File: src/hdl/krbt_pkg.sv
// krbt_pkg: shared types and constants for the keyed ring buffer table.
// Holds beat layouts, command and status codes, FSM states and the
// command/status structs between controller and datapath. No dependencies.
`default_nettype none

package krbt_pkg;

    // field widths
    localparam int CMD_W = 3;
    localparam int KEY_W = 16;
    localparam int PAY_W = 32;
    localparam int ST_W  = 3;
    localparam int OCC_W = 5;
    localparam int CFG_W = 5;

    // depth register value after reset
    localparam int DEPTH_RST = 16;

    // input beat layout, lowest bit first
    localparam int IN_CMD_LSB  = 0;
    localparam int IN_KEY_LSB  = IN_CMD_LSB + CMD_W;
    localparam int IN_NKEY_LSB = IN_KEY_LSB + KEY_W;
    localparam int IN_PAY_LSB  = IN_NKEY_LSB + KEY_W;
    localparam int IN_USED_W   = IN_PAY_LSB + PAY_W;
    localparam int IN_TDATA_W  = ((IN_USED_W + 7) / 8) * 8;

    // output beat layout, lowest bit first
    localparam int OUT_ST_LSB  = 0;
    localparam int OUT_KEY_LSB = OUT_ST_LSB + ST_W;
    localparam int OUT_PAY_LSB = OUT_KEY_LSB + KEY_W;
    localparam int OUT_OCC_LSB = OUT_PAY_LSB + PAY_W;
    localparam int OUT_USED_W  = OUT_OCC_LSB + OCC_W;
    localparam int OUT_TDATA_W = ((OUT_USED_W + 7) / 8) * 8;

    typedef enum logic [CMD_W-1:0] {
        CMD_PUSH   = 3'd0,
        CMD_POP    = 3'd1,
        CMD_ADD    = 3'd2,
        CMD_LOOKUP = 3'd3,
        CMD_DELETE = 3'd4,
        CMD_UPDATE = 3'd5,
        CMD_REKEY  = 3'd6,
        CMD_CLEAR  = 3'd7
    } t_cmd;

    typedef enum logic [ST_W-1:0] {
        ST_OK       = 3'd0,
        ST_FULL     = 3'd1,
        ST_EMPTY    = 3'd2,
        ST_NOTFOUND = 3'd3,
        ST_DUP      = 3'd4,
        ST_UNKNOWN  = 3'd5
    } t_status;

    // read port address source
    typedef enum logic [1:0] {
        RD_SCAN,
        RD_HIT,
        RD_RSLOT
    } t_rd_sel;

    // write data source
    typedef enum logic [1:0] {
        WS_INPUT,
        WS_NKEY,
        WS_READ
    } t_wsrc;

    // result key/payload source
    typedef enum logic [1:0] {
        RES_ZERO,
        RES_RD,
        RES_KEY_PAY,
        RES_NKEY_RD
    } t_res_sel;

    typedef enum logic [3:0] {
        S_IDLE,
        S_DECODE,
        S_SCAN_RD,
        S_SCAN_CMP,
        S_LK_RD,
        S_LOAD_RD,
        S_UPD_WR,
        S_DEL_RD_HIT,
        S_DEL_RD_OLD,
        S_DEL_WR,
        S_LOAD_NKEY,
        S_FIN
    } t_state;

    // controller to datapath
    typedef struct packed {
        logic     cap_in;
        logic     clear;
        logic     scan_start;
        logic     scan_nkey;
        logic     scan_step;
        logic     hit_latch;
        logic     rd_en;
        t_rd_sel  rd_sel;
        logic     wr_key;
        logic     wr_pay;
        logic     wr_at_hit;
        t_wsrc    wr_src;
        logic     push_adv;
        logic     pop_adv;
        logic     res_load;
        t_status  res_status;
        t_res_sel res_sel;
        logic     out_load;
    } t_dp_cmd;

    // datapath to controller
    typedef struct packed {
        t_cmd cmd;
        logic full;
        logic empty;
        logic scan_done;
        logic match;
        logic out_busy;
    } t_dp_stat;

endpackage

`default_nettype wire

File: src/hdl/krbt_dp.sv
// krbt_dp: datapath of the keyed ring buffer table - key and payload
// stores, ring pointers, scan counter, result and output registers.
// Depends on krbt_pkg; driven by krbt_ctrl through t_dp_cmd.
`default_nettype none

module krbt_dp #(
    parameter int DEPTH = 16
) (
    input  wire logic                           i_clk,
    input  wire logic                           i_rst_n,
    input  wire logic [krbt_pkg::IN_TDATA_W-1:0] i_in_tdata,
    input  wire logic                           i_cfg_we,
    input  wire logic [krbt_pkg::CFG_W-1:0]      i_cfg_wdata,
    input  wire krbt_pkg::t_dp_cmd              i_cmd,
    output krbt_pkg::t_dp_stat                  o_stat,
    input  wire logic                           i_out_ready,
    output logic                                o_out_valid,
    output logic [krbt_pkg::OUT_TDATA_W-1:0]    o_out_tdata
);
    import krbt_pkg::*;

    localparam int AW = (DEPTH > 1) ? $clog2(DEPTH) : 1;
    localparam int CW = ((AW > OCC_W) ? AW : OCC_W) + 1;
    localparam logic [OCC_W-1:0] ACT_RST =
        OCC_W'((DEPTH < DEPTH_RST) ? DEPTH : DEPTH_RST);

    // slot after s, wrapping at the active depth
    function automatic logic [AW-1:0] f_next(input logic [AW-1:0] s,
                                             input logic [OCC_W-1:0] act);
        logic [CW-1:0] inc;
        begin
            inc = CW'(s) + CW'(1);
            if (inc >= CW'(act)) begin
                return '0;
            end
            return inc[AW-1:0];
        end
    endfunction

    // stores, undefined until written
    logic [KEY_W-1:0] key_mem [DEPTH];
    logic [PAY_W-1:0] pay_mem [DEPTH];

    // captured input beat
    t_cmd             r_cmd;
    logic [KEY_W-1:0] r_key;
    logic [KEY_W-1:0] r_nkey;
    logic [PAY_W-1:0] r_pay;

    // ring state
    logic [AW-1:0]    r_wslot;
    logic [AW-1:0]    r_rslot;
    logic [OCC_W-1:0] r_count;
    logic [OCC_W-1:0] r_active;
    logic [CFG_W-1:0] r_depth_cfg;
    logic [OCC_W-1:0] depth_clamped;

    // scan state
    logic [AW-1:0]    r_scan_slot;
    logic [OCC_W-1:0] r_scan_left;
    logic [KEY_W-1:0] r_search_key;
    logic [AW-1:0]    r_rd_slot;
    logic [AW-1:0]    r_hit_slot;

    // read port
    logic [AW-1:0]    rd_addr;
    logic [KEY_W-1:0] r_key_rd;
    logic [PAY_W-1:0] r_pay_rd;

    // write port
    logic [AW-1:0]    wr_addr;
    logic [KEY_W-1:0] wr_key_data;
    logic [PAY_W-1:0] wr_pay_data;

    // result and output
    t_status          r_res_status;
    logic [KEY_W-1:0] r_res_key;
    logic [PAY_W-1:0] r_res_pay;
    logic             r_out_valid;
    logic [OUT_TDATA_W-1:0] r_out_tdata;

    // input capture
    always_ff @(posedge i_clk) begin
        if (i_cmd.cap_in) begin
            r_cmd  <= t_cmd'(i_in_tdata[IN_CMD_LSB +: CMD_W]);
            r_key  <= i_in_tdata[IN_KEY_LSB +: KEY_W];
            r_nkey <= i_in_tdata[IN_NKEY_LSB +: KEY_W];
            r_pay  <= i_in_tdata[IN_PAY_LSB +: PAY_W];
        end
    end

    // depth clamp: zero acts as one, above DEPTH acts as DEPTH
    always_comb begin
        if (r_depth_cfg == '0) begin
            depth_clamped = OCC_W'(1);
        end else if (CW'(r_depth_cfg) > CW'(DEPTH)) begin
            depth_clamped = OCC_W'(DEPTH);
        end else begin
            depth_clamped = OCC_W'(r_depth_cfg);
        end
    end

    // depth register and ring pointers
    always_ff @(posedge i_clk) begin
        if (!i_rst_n) begin
            r_depth_cfg <= CFG_W'(DEPTH_RST);
            r_active    <= ACT_RST;
            r_wslot     <= '0;
            r_rslot     <= '0;
            r_count     <= '0;
        end else begin
            if (i_cfg_we) begin
                r_depth_cfg <= i_cfg_wdata;
            end
            if (i_cmd.clear) begin
                r_active <= depth_clamped;
                r_wslot  <= '0;
                r_rslot  <= '0;
                r_count  <= '0;
            end else begin
                if (i_cmd.push_adv) begin
                    r_wslot <= f_next(r_wslot, r_active);
                    r_count <= r_count + OCC_W'(1);
                end
                if (i_cmd.pop_adv) begin
                    r_rslot <= f_next(r_rslot, r_active);
                    r_count <= r_count - OCC_W'(1);
                end
            end
        end
    end

    // oldest-first key scan
    always_ff @(posedge i_clk) begin
        if (i_cmd.scan_start) begin
            r_scan_slot  <= r_rslot;
            r_scan_left  <= r_count;
            r_search_key <= i_cmd.scan_nkey ? r_nkey : r_key;
        end else if (i_cmd.scan_step) begin
            r_scan_slot <= f_next(r_scan_slot, r_active);
            r_scan_left <= r_scan_left - OCC_W'(1);
        end
        if (i_cmd.scan_step) begin
            r_rd_slot <= r_scan_slot;
        end
        if (i_cmd.hit_latch) begin
            r_hit_slot <= r_rd_slot;
        end
    end

    // read address select
    always_comb begin
        unique case (i_cmd.rd_sel)
            RD_SCAN:  rd_addr = r_scan_slot;
            RD_HIT:   rd_addr = r_hit_slot;
            RD_RSLOT: rd_addr = r_rslot;
            default:  rd_addr = r_scan_slot;
        endcase
    end

    // write address and data select
    always_comb begin
        wr_addr = i_cmd.wr_at_hit ? r_hit_slot : r_wslot;
        unique case (i_cmd.wr_src)
            WS_INPUT: begin
                wr_key_data = r_key;
                wr_pay_data = r_pay;
            end
            WS_NKEY: begin
                wr_key_data = r_nkey;
                wr_pay_data = r_pay;
            end
            WS_READ: begin
                wr_key_data = r_key_rd;
                wr_pay_data = r_pay_rd;
            end
            default: begin
                wr_key_data = r_key;
                wr_pay_data = r_pay;
            end
        endcase
    end

    // stores: one write and one registered read per cycle
    always_ff @(posedge i_clk) begin
        if (i_cmd.wr_key) begin
            key_mem[wr_addr] <= wr_key_data;
        end
        if (i_cmd.rd_en) begin
            r_key_rd <= key_mem[rd_addr];
        end
    end

    always_ff @(posedge i_clk) begin
        if (i_cmd.wr_pay) begin
            pay_mem[wr_addr] <= wr_pay_data;
        end
        if (i_cmd.rd_en) begin
            r_pay_rd <= pay_mem[rd_addr];
        end
    end

    // result register
    always_ff @(posedge i_clk) begin
        if (i_cmd.res_load) begin
            r_res_status <= i_cmd.res_status;
            unique case (i_cmd.res_sel)
                RES_ZERO: begin
                    r_res_key <= '0;
                    r_res_pay <= '0;
                end
                RES_RD: begin
                    r_res_key <= r_key_rd;
                    r_res_pay <= r_pay_rd;
                end
                RES_KEY_PAY: begin
                    r_res_key <= r_key;
                    r_res_pay <= r_pay;
                end
                RES_NKEY_RD: begin
                    r_res_key <= r_nkey;
                    r_res_pay <= r_pay_rd;
                end
                default: begin
                    r_res_key <= '0;
                    r_res_pay <= '0;
                end
            endcase
        end
    end

    // output register, occupancy taken once the command has settled
    always_ff @(posedge i_clk) begin
        if (!i_rst_n) begin
            r_out_valid <= 1'b0;
        end else if (i_cmd.out_load) begin
            r_out_valid <= 1'b1;
        end else if (i_out_ready) begin
            r_out_valid <= 1'b0;
        end
    end

    always_ff @(posedge i_clk) begin
        if (i_cmd.out_load) begin
            r_out_tdata <= OUT_TDATA_W'({r_count, r_res_pay, r_res_key, r_res_status});
        end
    end

    // status to controller
    always_comb begin
        o_stat.cmd       = r_cmd;
        o_stat.full      = (r_count >= r_active);
        o_stat.empty     = (r_count == '0);
        o_stat.scan_done = (r_scan_left == '0);
        o_stat.match     = (r_key_rd == r_search_key);
        o_stat.out_busy  = r_out_valid && !i_out_ready;
    end

    assign o_out_valid = r_out_valid;
    assign o_out_tdata = r_out_tdata;

endmodule

`default_nettype wire

File: src/hdl/krbt_ctrl.sv
// krbt_ctrl: command sequencer of the keyed ring buffer table.
// Decodes each accepted beat and steps the datapath through scans and
// read-modify-write of one slot. Depends on krbt_pkg.
`default_nettype none

module krbt_ctrl (
    input  wire logic               i_clk,
    input  wire logic               i_rst_n,
    input  wire logic               i_in_valid,
    output logic                    o_in_ready,
    input  wire krbt_pkg::t_dp_stat i_stat,
    output krbt_pkg::t_dp_cmd       o_cmd
);
    import krbt_pkg::*;

    t_state r_state;
    t_state n_state;
    logic   r_rekey_2nd;
    logic   n_rekey_2nd;

    // state register
    always_ff @(posedge i_clk) begin
        if (!i_rst_n) begin
            r_state     <= S_IDLE;
            r_rekey_2nd <= 1'b0;
        end else begin
            r_state     <= n_state;
            r_rekey_2nd <= n_rekey_2nd;
        end
    end

    // next state and datapath commands
    always_comb begin
        n_state     = r_state;
        n_rekey_2nd = r_rekey_2nd;
        o_cmd       = '0;
        o_in_ready  = 1'b0;

        unique case (r_state)
            S_IDLE: begin
                o_in_ready = 1'b1;
                if (i_in_valid) begin
                    o_cmd.cap_in = 1'b1;
                    n_state      = S_DECODE;
                end
            end

            S_DECODE: begin
                n_rekey_2nd = 1'b0;
                n_state     = S_FIN;
                unique case (i_stat.cmd)
                    CMD_PUSH: begin
                        o_cmd.res_load = 1'b1;
                        o_cmd.res_sel  = RES_ZERO;
                        if (i_stat.full) begin
                            o_cmd.res_status = ST_FULL;
                        end else begin
                            o_cmd.res_status = ST_OK;
                            o_cmd.wr_key     = 1'b1;
                            o_cmd.wr_pay     = 1'b1;
                            o_cmd.wr_src     = WS_INPUT;
                            o_cmd.push_adv   = 1'b1;
                        end
                    end
                    CMD_POP: begin
                        if (i_stat.empty) begin
                            o_cmd.res_load   = 1'b1;
                            o_cmd.res_status = ST_EMPTY;
                            o_cmd.res_sel    = RES_ZERO;
                        end else begin
                            o_cmd.rd_en   = 1'b1;
                            o_cmd.rd_sel  = RD_RSLOT;
                            o_cmd.pop_adv = 1'b1;
                            n_state       = S_LOAD_RD;
                        end
                    end
                    CMD_DELETE: begin
                        if (i_stat.empty) begin
                            o_cmd.res_load   = 1'b1;
                            o_cmd.res_status = ST_EMPTY;
                            o_cmd.res_sel    = RES_ZERO;
                        end else begin
                            o_cmd.scan_start = 1'b1;
                            n_state          = S_SCAN_RD;
                        end
                    end
                    CMD_CLEAR: begin
                        o_cmd.clear      = 1'b1;
                        o_cmd.res_load   = 1'b1;
                        o_cmd.res_status = ST_OK;
                        o_cmd.res_sel    = RES_ZERO;
                    end
                    default: begin
                        // add, lookup, update, rekey: search for key first
                        o_cmd.scan_start = 1'b1;
                        n_state          = S_SCAN_RD;
                    end
                endcase
            end

            // issue the read of the next slot, or finish a failed search
            S_SCAN_RD: begin
                if (i_stat.scan_done) begin
                    n_state        = S_FIN;
                    o_cmd.res_load = 1'b1;
                    o_cmd.res_sel  = RES_ZERO;
                    priority if (i_stat.cmd == CMD_ADD) begin
                        if (i_stat.full) begin
                            o_cmd.res_status = ST_FULL;
                        end else begin
                            o_cmd.res_status = ST_OK;
                            o_cmd.wr_key     = 1'b1;
                            o_cmd.wr_pay     = 1'b1;
                            o_cmd.wr_src     = WS_INPUT;
                            o_cmd.push_adv   = 1'b1;
                        end
                    end else if (i_stat.cmd == CMD_REKEY && r_rekey_2nd) begin
                        // new key absent: rename the hit entry
                        o_cmd.res_load = 1'b0;
                        o_cmd.wr_key   = 1'b1;
                        o_cmd.wr_at_hit = 1'b1;
                        o_cmd.wr_src   = WS_NKEY;
                        o_cmd.rd_en    = 1'b1;
                        o_cmd.rd_sel   = RD_HIT;
                        n_state        = S_LOAD_NKEY;
                    end else begin
                        o_cmd.res_status = ST_NOTFOUND;
                    end
                end else begin
                    o_cmd.rd_en     = 1'b1;
                    o_cmd.rd_sel    = RD_SCAN;
                    o_cmd.scan_step = 1'b1;
                    n_state         = S_SCAN_CMP;
                end
            end

            // compare the key just read
            S_SCAN_CMP: begin
                if (!i_stat.match) begin
                    n_state = S_SCAN_RD;
                end else if (i_stat.cmd == CMD_REKEY && r_rekey_2nd) begin
                    o_cmd.res_load   = 1'b1;
                    o_cmd.res_status = ST_DUP;
                    o_cmd.res_sel    = RES_ZERO;
                    n_state          = S_FIN;
                end else begin
                    o_cmd.hit_latch = 1'b1;
                    unique case (i_stat.cmd)
                        CMD_LOOKUP: n_state = S_LK_RD;
                        CMD_UPDATE: n_state = S_UPD_WR;
                        CMD_DELETE: n_state = S_DEL_RD_HIT;
                        CMD_REKEY: begin
                            n_rekey_2nd      = 1'b1;
                            o_cmd.scan_start = 1'b1;
                            o_cmd.scan_nkey  = 1'b1;
                            n_state          = S_SCAN_RD;
                        end
                        default: begin
                            // add unique with the key present
                            o_cmd.res_load   = 1'b1;
                            o_cmd.res_status = ST_DUP;
                            o_cmd.res_sel    = RES_ZERO;
                            n_state          = S_FIN;
                        end
                    endcase
                end
            end

            S_LK_RD: begin
                o_cmd.rd_en  = 1'b1;
                o_cmd.rd_sel = RD_HIT;
                n_state      = S_LOAD_RD;
            end

            S_LOAD_RD: begin
                o_cmd.res_load   = 1'b1;
                o_cmd.res_status = ST_OK;
                o_cmd.res_sel    = RES_RD;
                n_state          = S_FIN;
            end

            S_UPD_WR: begin
                o_cmd.wr_pay     = 1'b1;
                o_cmd.wr_at_hit  = 1'b1;
                o_cmd.wr_src     = WS_INPUT;
                o_cmd.res_load   = 1'b1;
                o_cmd.res_status = ST_OK;
                o_cmd.res_sel    = RES_KEY_PAY;
                n_state          = S_FIN;
            end

            S_DEL_RD_HIT: begin
                o_cmd.rd_en  = 1'b1;
                o_cmd.rd_sel = RD_HIT;
                n_state      = S_DEL_RD_OLD;
            end

            // latch the deleted entry, fetch the oldest one
            S_DEL_RD_OLD: begin
                o_cmd.res_load   = 1'b1;
                o_cmd.res_status = ST_OK;
                o_cmd.res_sel    = RES_RD;
                o_cmd.rd_en      = 1'b1;
                o_cmd.rd_sel     = RD_RSLOT;
                n_state          = S_DEL_WR;
            end

            // oldest entry over the hit slot, then drop the oldest
            S_DEL_WR: begin
                o_cmd.wr_key    = 1'b1;
                o_cmd.wr_pay    = 1'b1;
                o_cmd.wr_at_hit = 1'b1;
                o_cmd.wr_src    = WS_READ;
                o_cmd.pop_adv   = 1'b1;
                n_state         = S_FIN;
            end

            S_LOAD_NKEY: begin
                o_cmd.res_load   = 1'b1;
                o_cmd.res_status = ST_OK;
                o_cmd.res_sel    = RES_NKEY_RD;
                n_state          = S_FIN;
            end

            // hand the result to the output register once it is free
            S_FIN: begin
                if (!i_stat.out_busy) begin
                    o_cmd.out_load = 1'b1;
                    n_state        = S_IDLE;
                end
            end

            default: begin
                n_state = S_IDLE;
            end
        endcase
    end

endmodule

`default_nettype wire

File: src/hdl/keyed_ring_buffer_table_core.sv
// keyed_ring_buffer_table_core: top level of the keyed ring buffer table.
// Instantiates krbt_ctrl and krbt_dp; depends on krbt_pkg.
//
// Usage
//   Command beats enter on s_axis_*, one result beat per command leaves on
//   m_axis_*. The depth register (i_cfg_we/i_cfg_wdata) is written while
//   the block is idle and takes effect at the next clear command.
//   One command is worked at a time. The controller returns to idle, ready
//   for the next command, as it loads the result into the output register.
//   A key search reads one stored key and then compares it, slot by slot
//   from the oldest entry, through the single read port of the key store,
//   so throughput falls with occupancy.
//   At reset the queue is empty, the depth register is 16 and the stores
//   keep no defined contents. A stalled result beat holds in the output
//   register; the next command is accepted meanwhile and its result waits
//   until the held beat is taken.
`default_nettype none

module keyed_ring_buffer_table_core #(
    parameter int DEPTH = 16
) (
    input  wire logic                            i_clk,
    input  wire logic                            i_rst_n,
    // cmd[2:0], key[18:3], new_key[34:19], payload[66:35], zero fill
    input  wire logic [krbt_pkg::IN_TDATA_W-1:0]  s_axis_tdata,
    input  wire logic                            s_axis_tvalid,
    output logic                                 s_axis_tready,
    // status[2:0], out_key[18:3], out_payload[50:19], occupancy[55:51]
    output logic [krbt_pkg::OUT_TDATA_W-1:0]     m_axis_tdata,
    output logic                                 m_axis_tvalid,
    input  wire logic                            m_axis_tready,
    input  wire logic                            i_cfg_we,
    input  wire logic [krbt_pkg::CFG_W-1:0]       i_cfg_wdata
);
    import krbt_pkg::*;

    t_dp_cmd  dp_cmd;
    t_dp_stat dp_stat;

    // command sequencer
    krbt_ctrl u_ctrl (
        .i_clk      (i_clk),
        .i_rst_n    (i_rst_n),
        .i_in_valid (s_axis_tvalid),
        .o_in_ready (s_axis_tready),
        .i_stat     (dp_stat),
        .o_cmd      (dp_cmd)
    );

    // stores, pointers and output register
    krbt_dp #(
        .DEPTH (DEPTH)
    ) u_dp (
        .i_clk       (i_clk),
        .i_rst_n     (i_rst_n),
        .i_in_tdata  (s_axis_tdata),
        .i_cfg_we    (i_cfg_we),
        .i_cfg_wdata (i_cfg_wdata),
        .i_cmd       (dp_cmd),
        .o_stat      (dp_stat),
        .i_out_ready (m_axis_tready),
        .o_out_valid (m_axis_tvalid),
        .o_out_tdata (m_axis_tdata)
    );

endmodule

`default_nettype wire

File: config.mk
export PLATFORM = sky130hd
export DESIGN_NAME = keyed_ring_buffer_table_core
export DESIGN_NICKNAME = d
export VERILOG_FILES = /design/src/hdl/krbt_pkg.sv /design/src/hdl/krbt_dp.sv /design/src/hdl/krbt_ctrl.sv /design/src/hdl/keyed_ring_buffer_table_core.sv
export SDC_FILE = /design/constraint.sdc
export NUM_CORES = 1
export LEC_CHECK = 0
export BUFFER_PORTS_ARGS = -buffer_cell sky130_fd_sc_hd__buf_2
export CAP_MARGIN = 20
export CORE_ASPECT_RATIO = 1.5
export CORE_MARGIN = 3
export CORE_UTILIZATION = 45
export CTS_CLUSTER_SIZE = 30
export DETAILED_ROUTE_END_ITERATION = 7
export PLACE_DENSITY_LB_ADDON = 0.08
export SYNTH_ARGS = -nofsm -noshare
export SYNTH_HDL_FRONTEND = slang
export SYNTH_SLANG_ARGS = --single-unit
File: constraint.sdc
create_clock -name i_clk -period 5.99 [get_ports i_clk]
set_clock_uncertainty 0.05 [all_clocks]
set_input_delay 1.4975 -clock i_clk [delete_from_list [all_inputs] [get_ports i_clk]]
set_output_delay 1.4975 -clock i_clk [all_outputs]
set_load 0.01 [all_outputs]
======== Yosys cells after proc, flatten, opt, wreduce, memory -nomap -nowiden ========
Memories as Yosys holds them, arrays and structs flattened. A register that Yosys moved wholly into a read port is not among the register bits.
Cells that the tools add are included.
word-level totals
  register bits after elaboration ......... 236
  logic and storage cells ................. 199
  memories kept ........................... 2
  output and inout bits ................... 58
  input bits .............................. 82
  RAM bits ................................ 768
operators by class
  mux-type cells .......................... 108
  magnitude comparators ................... 5
  equal/unequal tests ..................... 31
  $add $sub $neg .......................... 6
  bitwise gates (word level) .............. 1
  reductions and logical operators ........ 25
memories
  memory        words  width  rd ports  clocked after Yosys merged registers in  wr ports  line           RTL
  u_dp.pay_mem  16     32     1         1                                        1         krbt_dp.sv:42  logic [PAY_W-1:0] pay_mem [DEPTH];
  u_dp.key_mem  16     16     1         1                                        1         krbt_dp.sv:41  logic [KEY_W-1:0] key_mem [DEPTH];
operator list
  kind                   count
  $pmux W32 S3           1
  $mux W4                18
  $pmux W16 S4           1
  $mux W1                43
  $mux W6                6
  $pmux W4 S9            1
  $pmux W6 S6            1
  $mux W32               1
  $pmux W16 S2           1
  $mux W5                6
  $mux W3                7
  $ge A6 B5 Y1           3
  $pmux W6 S3            1
  $eq A16 B16 Y1         1
  $eq A4 B3 Y1 const B   4
  $eq A4 B4 Y1 const B   4
  $mux W16               1
  $pmux W4 S4            1
  $add A4 B1 Y5 const B  3
  $logic_not A5 Y1       3
  $mux W2                7
  $reduce_or A2 Y1       7
  $eq A3 B3 Y1 const B   4
  $pmux W1 S2            6
  other kinds (28)       45

======== Depth between registers and ports, before layout ========
Gate-level depths: netlist of run 1.
  depth after elaboration ................. 10
  gate-level depth with buffers ........... 17
  gate-level depth less buffers ........... 14

======== By module ========
From an unflattened synthesis of run 1, not the netlist that was laid out.
unflattened totals
  cell total of the unflattened synthesis .. 3,194
  area, all modules ....................... 42,614.6 µm²
by module, submodules not included
  module     sequential area each (µm²)  times used  area an instance (µm²)  cells an instance
  krbt_dp    31,199.9                    1           41,792.6                3,068
  krbt_ctrl  100.1                       1           822.0                   126

======== Worst setup path after synthesis of run 1 ========
No wires, ideal clock.
  path kind ............................... input port to flip-flop
  start ................................... input m_axis_tready
  end ..................................... register u_dp.r_out_tdata[0], in the netlist u_dp.o_out_tdata[0], enable pin
  path slack .............................. -0.043 ns
  library setup time ...................... 0.539 ns
  buffers on the path ..................... 0
  arrival time ............................ 5.444 ns
  stages on the path ...................... 2
  required time ........................... 5.401 ns
  cell sequence ........................... nor2b_1 -> nor3_1
RTL lines
  element                 line                                RTL
  start: declaration      keyed_ring_buffer_table_core.sv:31  input wire logic m_axis_tready,
  end signal: assignment  krbt_dp.sv:245                      r_out_tdata <= OUT_TDATA_W'({r_count, r_res_pay, r_res_key, r_res_status});
  end: declaration        krbt_dp.sv:80                       logic [OUT_TDATA_W-1:0] r_out_tdata;

======== Final worst setup path of run 1 ========
  start ................................... register u_dp.r_scan_left[0]
  end ..................................... register u_dp.r_pay_rd[4], read port of u_dp.pay_mem (data pin)
between the ends
  longest elaborated chain between the ends .. 5
  elaborated cells between the ends (all ways) .. 6
  those cells by class .................... eq/ne: 2; mux: 3; reduce/logical: 1
RTL lines
  element                                       line              RTL
  start: declaration                            krbt_dp.sv:60     logic [OCC_W-1:0] r_scan_left;
  start signal: assignment                      krbt_dp.sv:137    r_scan_left <= r_count;
  start signal: assignment                      krbt_dp.sv:141    r_scan_left <= r_scan_left - OCC_W'(1);
  $logic_not A5 Y1 (*)                          krbt_dp.sv:254    o_stat.scan_done = (r_scan_left == '0);
  $mux W3 (*)                                   krbt_ctrl.sv:103  if (i_stat.scan_done) begin
  $pmux W3 S4 (*)                               krbt_ctrl.sv:39   unique case (r_state)
  $eq A2 B2 Y1 or $eq A2 B1 Y1 (tied branches)  krbt_dp.sv:153    unique case (i_cmd.rd_sel)
  $pmux W4 S2                                   krbt_dp.sv:153
  end: declaration                              krbt_dp.sv:68     logic [PAY_W-1:0] r_pay_rd;
Mark *: on every way between the ends. The rest lies on a longest branch, timed or not.
A chain may end at the register's enable or synchronous reset.

==> qor.yml, run 1 <==
ys_seq_elements: 1052
viasPerCell: 5.55
io_buffer_count: 134
drc: 0
grt-ovfl-total: 0
rsz0062_at_grt: "no"
cts_tree: "done"
clock.fmax_ghz: 0.210
critical_path_class: "flip-flop to flip-flop"
die-area_sq_mm: 0.0980
power_density_mw_per_mm2: 413
cts_resized: 0
p_seq_share_pct: 46.1
synth_top_cell_by_area: "edfxtp_1"
intPower_mw: 13.9
grt_max_degree: 94
finalMaxSlewViolations: 0
syn_area_per_cell_sq_um: 13.2
worst_setup_path_start_kind: "flip-flop"
final_common_cell: "edfxtp_1"
period_share_pct: 79.5
tightest_slew_ns: 1.07
hold_violations: 0
drive_gt1_share_pct: 14.4
ys_top_cells_by_area: "edfxtp_1 (72%), nand2_1 (9.1%), o211ai_1 (3.4%)"
gp_congestion: 0.818
grt_antenna_before_repair: 1
p_comb_share_pct: 22.2
crit_required_ns: 6.47
yosysSeqAreaShare_pct: 73.8
drtIter0Drc: 2107
cts_made_buffers: 100
nNetsFinal: 3469
synth_top_area_share_pct: 72.5
yosys_warnings: 0
leakage_nw: 17.2
r2r-start: "u_dp.r_scan_left[0]"
power.switching_mw: 6.16
holdPathEnd: "u_dp.o_out_tdata[9]"
switching_share_pct: 30.8
synth_cells: 3203
cts.reportedPaths.clkPinSlew_ns: 0.07
syn-num-nets: 3318
wl_per_cell_um: 24.2
async_flop_share_pct: 0
fin_hold_ws_ns: 0.367
cts_root_buf: "clkbuf_16"
timing.rr.end: "u_dp.r_pay_rd[4]"
synth-edff-count: 1023
core-area_sq_mm: 0.0932
clock-sinks: 1052
postCtsSetupRepairBufs: 0
track_usage_pct: 22.9
setup_viol: 0
place_hpwl_um: 65900
slew_headroom_pct: 28.4
vdd_ir_drop_max_mv: 0.273
min_period_ns: 4.76
vias: 25976
diodes: 0
p_clk_share_pct: 31.7
yosys_most_used_dff: "edfxtp_1"
crit_fanout: 20
holdCritPathClass: "flip-flop to flip-flop"
drt-total-wl_um: 113000
holdPathStages: 0
drtPass1Iterations: 6
cp_data_arrival_time_ns: 5.25
clk_latency_ns: 0.69
grt_first_pass_wirelength_um: 167000
hold_path_startpoint: "u_dp.r_res_key[6]"
die_x_um: 257
grt_pass1_vias: 25869
drv_cap: 0
dieHeight_um: 382
netlist-cell-type-count: 70
drtAntennaViolNets: 0
clock_path_buffers: 3
postCtsHoldBufs: 0
end_kind: "flip-flop"
syn_area_sq_mm: 0.0424
h-tree-depth: 3
pin_count: 140
initial_core_util_pct: 45.5
ff2ff_setup_slack_ns: 1.23
layout_common_cells: "edfxtp_1 (1023), nand2_1 (1022), nand3_1 (205)"
ff2ff_path_depth: 14
setup_tns_ns: 0
area_delta_synth_final_pct: 14.3
status: "complete, no violations"
row_count: 137
[metal layers]
layer | track usage (%) | part of all wire (%)
met1 | 27.4 | 39
met5 | 0 | 0
met2 | 40.9 | 52
met3 | 2.86 | 4.6
met4 | 11.4 | 4.9
[synthesized netlist by cell type, drive strengths merged, types with 7 or more instances]
master	n
nand2	1023
a22o	32
ha	32
xnor2	23
inv	39
nand2b	13
clkbuf	170
nor3	9
nor2	76
and3	7
mux2i	13
a222oi	16
edfxtp	1023
mux2	56
nor2b	7
o21a	7
o211ai	194
nand3	206
nand4	53
a22oi	20
a21oi	26
o21ai	43
a31oi	8
buf	17
dfxtp	29
[power by group through the flow]
| stage | logic [mW] | registers, mW | clock network, mW |
|---|---|---|---|
| floorplan | 2.82 | 9.25 | 0 |
| global placement | 4.42 | 9.38 | 0 |
| detailed placement | 4.50 | 9.39 | 0 |
| CTS | 4.52 | 9.24 | 6.50 |
| global route | 4.90 | 9.28 | 6.78 |
| finish | 4.44 | 9.24 | 6.35 |
[flip-flops by register name (all words and copies together) (netlist names), 32 cells and up]
register,flops
u_dp.o_out_tdata,56
u_dp.r_res_pay,32
u_dp.pay_mem,512
u_dp.r_pay,32
u_dp.r_pay_rd,32
u_dp.key_mem,256
[worst max-delay path by stage]
stage | startpoint | to | cells past startpoint
finish | u_dp.r_scan_left[0] | u_dp.r_pay_rd[4] | 14
global route | u_dp.r_scan_left[0] | u_dp.r_pay_rd[1] | 14
CTS | u_dp.r_scan_left[0] | u_dp.r_pay_rd[19] | 14
detailed placement | u_dp.r_scan_left[0] | u_dp.r_pay_rd[1] | 14
global placement | u_dp.r_scan_left[0] | u_dp.r_pay_rd[4] | 14
floorplan | u_ctrl.r_state[1] | u_dp.r_key_rd[0] | 3
[logic make-up after synthesis]
group           count (synthesis)  share of synthesized area [%]
fa+ha+maj                      33                          0.992
buf+inv                       227                           2.09
mux                            69                           1.85
flops                        1052                           73.8
compound gates                370                           6.52
xor+xnor                       28                          0.578
simple gates                 1424                           14.1
[stage by stage]
step                cell area [sq um]  std cells  worst slack [ns]  power, mW  utilization [%]
CTS                             48500       4684              1.17       20.3             52.0
floorplan                       42400       3203              1.16       12.1                -
detailed placement              45200       4503              1.19       13.9             48.5
finish                          48500       4684              1.23       20.0             52.0
global placement                45200       4501              1.26       13.8             48.4
global route                    48500       4684             0.955       21.0             52.0
[layout make-up]
cell class | instances | area [sq um]
Timing Repair Buffer | 236 | 1710
Inverter | 40 | 150
Multi-Input combinational cell | 1924 | 10500
Tap cell | 1251 | 1570
Clock buffer | 114 | 2600
Sequential cell | 1052 | 31300
Clock inverter | 67 | 667
Fill cell | 7862 | 44800
[worst max-delay path, cell delays in order, from the launching register on]
cell and delay (ns):
edfxtp_1 0.44, inv_1 0.12, ha_1 0.15, nor4b_4 0.47, nor3b_4 0.36, inv_2 0.10
o31ai_1 0.20, ha_1 0.51, nand2_1 0.15, o21ai_0 0.23, nor2_4 0.71, buf_4 0.50
buf_4 0.35, o211ai_1 0.14, nand4_1 0.11
(Power assumes the default switching activity.)
==> run 2, diff against run 1 <==
- clock period: 5.99 -> 3.86 ns (I/O delays scaled with it)
==> run 2 against run 1 <==
Net effect:
- non-clock buffer count grew 97
- worst setup slack got worse by 1.0 ns
- largest power group unchanged
- count of clock-buffer cells in the layout grew 4
- worst hold slack got worse by 0.017 ns
==> qor.yml, run 2 (same netlist as run 1, synthesis figures left out) <==
setup_tns_ns: 0  # unchanged
largest_reg_flops: 512  # unchanged
crit_required_ns: 4.36  # was 6.47 ns
die_x_um: 257  # unchanged
viasPerCell: 5.54  # was 5.55
h-tree-depth: 3  # unchanged
vdd_ir_drop_max_mv: 0.376  # was 0.273 mV
cts.reportedPaths.clkPinSlew_ns: 0.07  # about the same
clock_path_buffers: 3  # unchanged
post-place-ws_ns: 0.0794  # was 1.19 ns
end_kind: "flip-flop"  # unchanged
drc: 0  # unchanged
gp_congestion: 0.840  # was 0.818
final_common_cell: "edfxtp_1"  # unchanged
cts_made_buffers: 101  # was 100
row_count: 137  # unchanged
clk_latency_ns: 0.69  # about the same
period_share_pct: 95.4  # was 79.5%
leakage_nw: 18.0  # was 17.2 nW
layout_common_cells: "edfxtp_1 (1023), nand2_1 (1022), nand3_1 (205)"  # unchanged
clock-sinks: 1052  # unchanged
slew_headroom_pct: 40.5  # was 28.4%
grt_antenna_before_repair: 1  # unchanged
holdCritPathClass: "flip-flop to flip-flop"  # unchanged
io_buffer_count: 134  # unchanged
vias: 26511  # was 25976
crit_fanout: 36  # was 20
place_hpwl_um: 71400  # was 65900 um
drtAntennaViolNets: 0  # unchanged
die-area_sq_mm: 0.0980  # unchanged
dieHeight_um: 382  # unchanged
totalPowerFinal_mw: 32.1  # was 20.0 mW
core-area_sq_mm: 0.0932  # unchanged
fillers: 7796  # was 7862
hold_violations: 0  # unchanged
wl_per_cell_um: 24.4  # was 24.2 um
tightest_slew_ns: 0.892  # was 1.07 ns
critical_path_class: "flip-flop to flip-flop"  # unchanged
cts_tree: "done"  # unchanged
grt_pass1_vias: 26364  # was 25869
worst_setup_path_start_kind: "flip-flop"  # unchanged
setup_ws_ns: 0.176  # was 1.23 ns
drtIter0Drc: 2089  # was 2107
drtPass1Iterations: 6  # unchanged
grt-ovfl-total: 0  # unchanged
status: "complete, no violations"  # unchanged
power_density_mw_per_mm2: 643  # was 413 mW/mm^2
cts_root_buf: "clkbuf_16"  # unchanged
min_period_ns: 3.68  # was 4.76 ns
pin_count: 140  # unchanged
postCtsHoldBufs: 0  # unchanged
area_delta_synth_final_pct: 17.9  # was 14.3%
track_usage_pct: 23.7  # was 22.9%
cp_data_arrival_time_ns: 4.18  # was 5.25 ns
finalMaxSlewViolations: 0  # unchanged
setup_viol: 0  # unchanged
nNetsFinal: 3567  # was 3469
drive_gt1_share_pct: 16.9  # was 14.4%
grt_max_degree: 52  # was 94
regMostFlops: "u_dp.pay_mem"  # unchanged
drt-total-wl_um: 117000  # was 113000 um
initial_core_util_pct: 45.5  # unchanged
drv_cap: 0  # unchanged
clock.fmax_ghz: 0.271  # was 0.210 GHz
grt_first_pass_wirelength_um: 172000  # was 167000 um
rsz0062_at_grt: "no"  # unchanged
-- run 2: what timing repair did --
action                     CTS  global route
gates resized for setup      0             1
setup endpoints to repair    0            42
buffers inserted             0             1
-- run 2: area by class of cell --
class                           count  area (sq um)  share of cell area [%]
Sequential cell                  1052         31300                    62.6
Multi-Input combinational cell   1924         10500                    21.0
Timing Repair Buffer              333          3120                    6.23
Clock buffer                      118          2610                    5.23
Tap cell                         1251          1570                    3.13
Clock inverter                     70           768                    1.54
Inverter                           40           150                   0.300
Antenna cell                        1          2.50                 0.00501
-- run 2: worst paths after layout --
| check | startpoint | to | slack, ns | cells past startpoint |
|---|---|---|---|---|
| hold reg to reg | u_dp.r_rd_slot[0] | u_dp.r_hit_slot[0] | 0.35 | 0 |
| setup / recovery | u_dp.r_scan_left[0] | u_dp.r_pay_rd[21] | 0.18 | 16 |
| setup reg to reg | u_dp.r_scan_left[0] | u_dp.r_pay_rd[21] | 0.18 | 16 |
| hold / removal | u_dp.r_rd_slot[0] | u_dp.r_hit_slot[0] | 0.35 | 0 |
-- run 2: per-layer routing --
metal	vias to the layer above	track usage, %	part of all wire (%)
met3	208	3.06	4.3
met4	0	9.84	4.1
met5	-	0	0
li1	12230	-	-
met2	730	43.0	52
met1	13343	28.4	39
-- run 2: stage by stage --
stage | area [sq um] | util (%) | hold slack, ns | instances
final | 50000 | 53.6 | 0.350 | 4789
after detailed placement | 46600 | 50.0 | 0.355 | 4599
after global routing | 50000 | 53.6 | 0.340 | 4788
after floorplan | 42400 | - | 0.350 | 3203
after global placement | 46600 | 50.0 | 0.353 | 4599
after CTS | 50000 | 53.6 | 0.323 | 4787
-- run 2: worst max-delay path: stages, from the launching register on --
cell and delay [ns]:
edfxtp_1 0.42, inv_1 0.12, ha_1 0.17, nor4b_4 0.18, buf_4 0.18, nor3b_4 0.21, inv_2 0.05, o31ai_1 0.18
ha_2 0.47, buf_4 0.18, o21ai_4 0.35, buf_12 0.28, buf_12 0.23, nand2_1 0.08, nand3_1 0.08, o211ai_1 0.13
nand4_1 0.14
-- run 2: report_power, final --
part           total, mW  internal (mW)  switching [mW]
clock               10.1           5.81            4.31
sequential          14.4           13.8           0.514
combinational       7.67           2.70            4.97
total               32.1           22.4            9.79
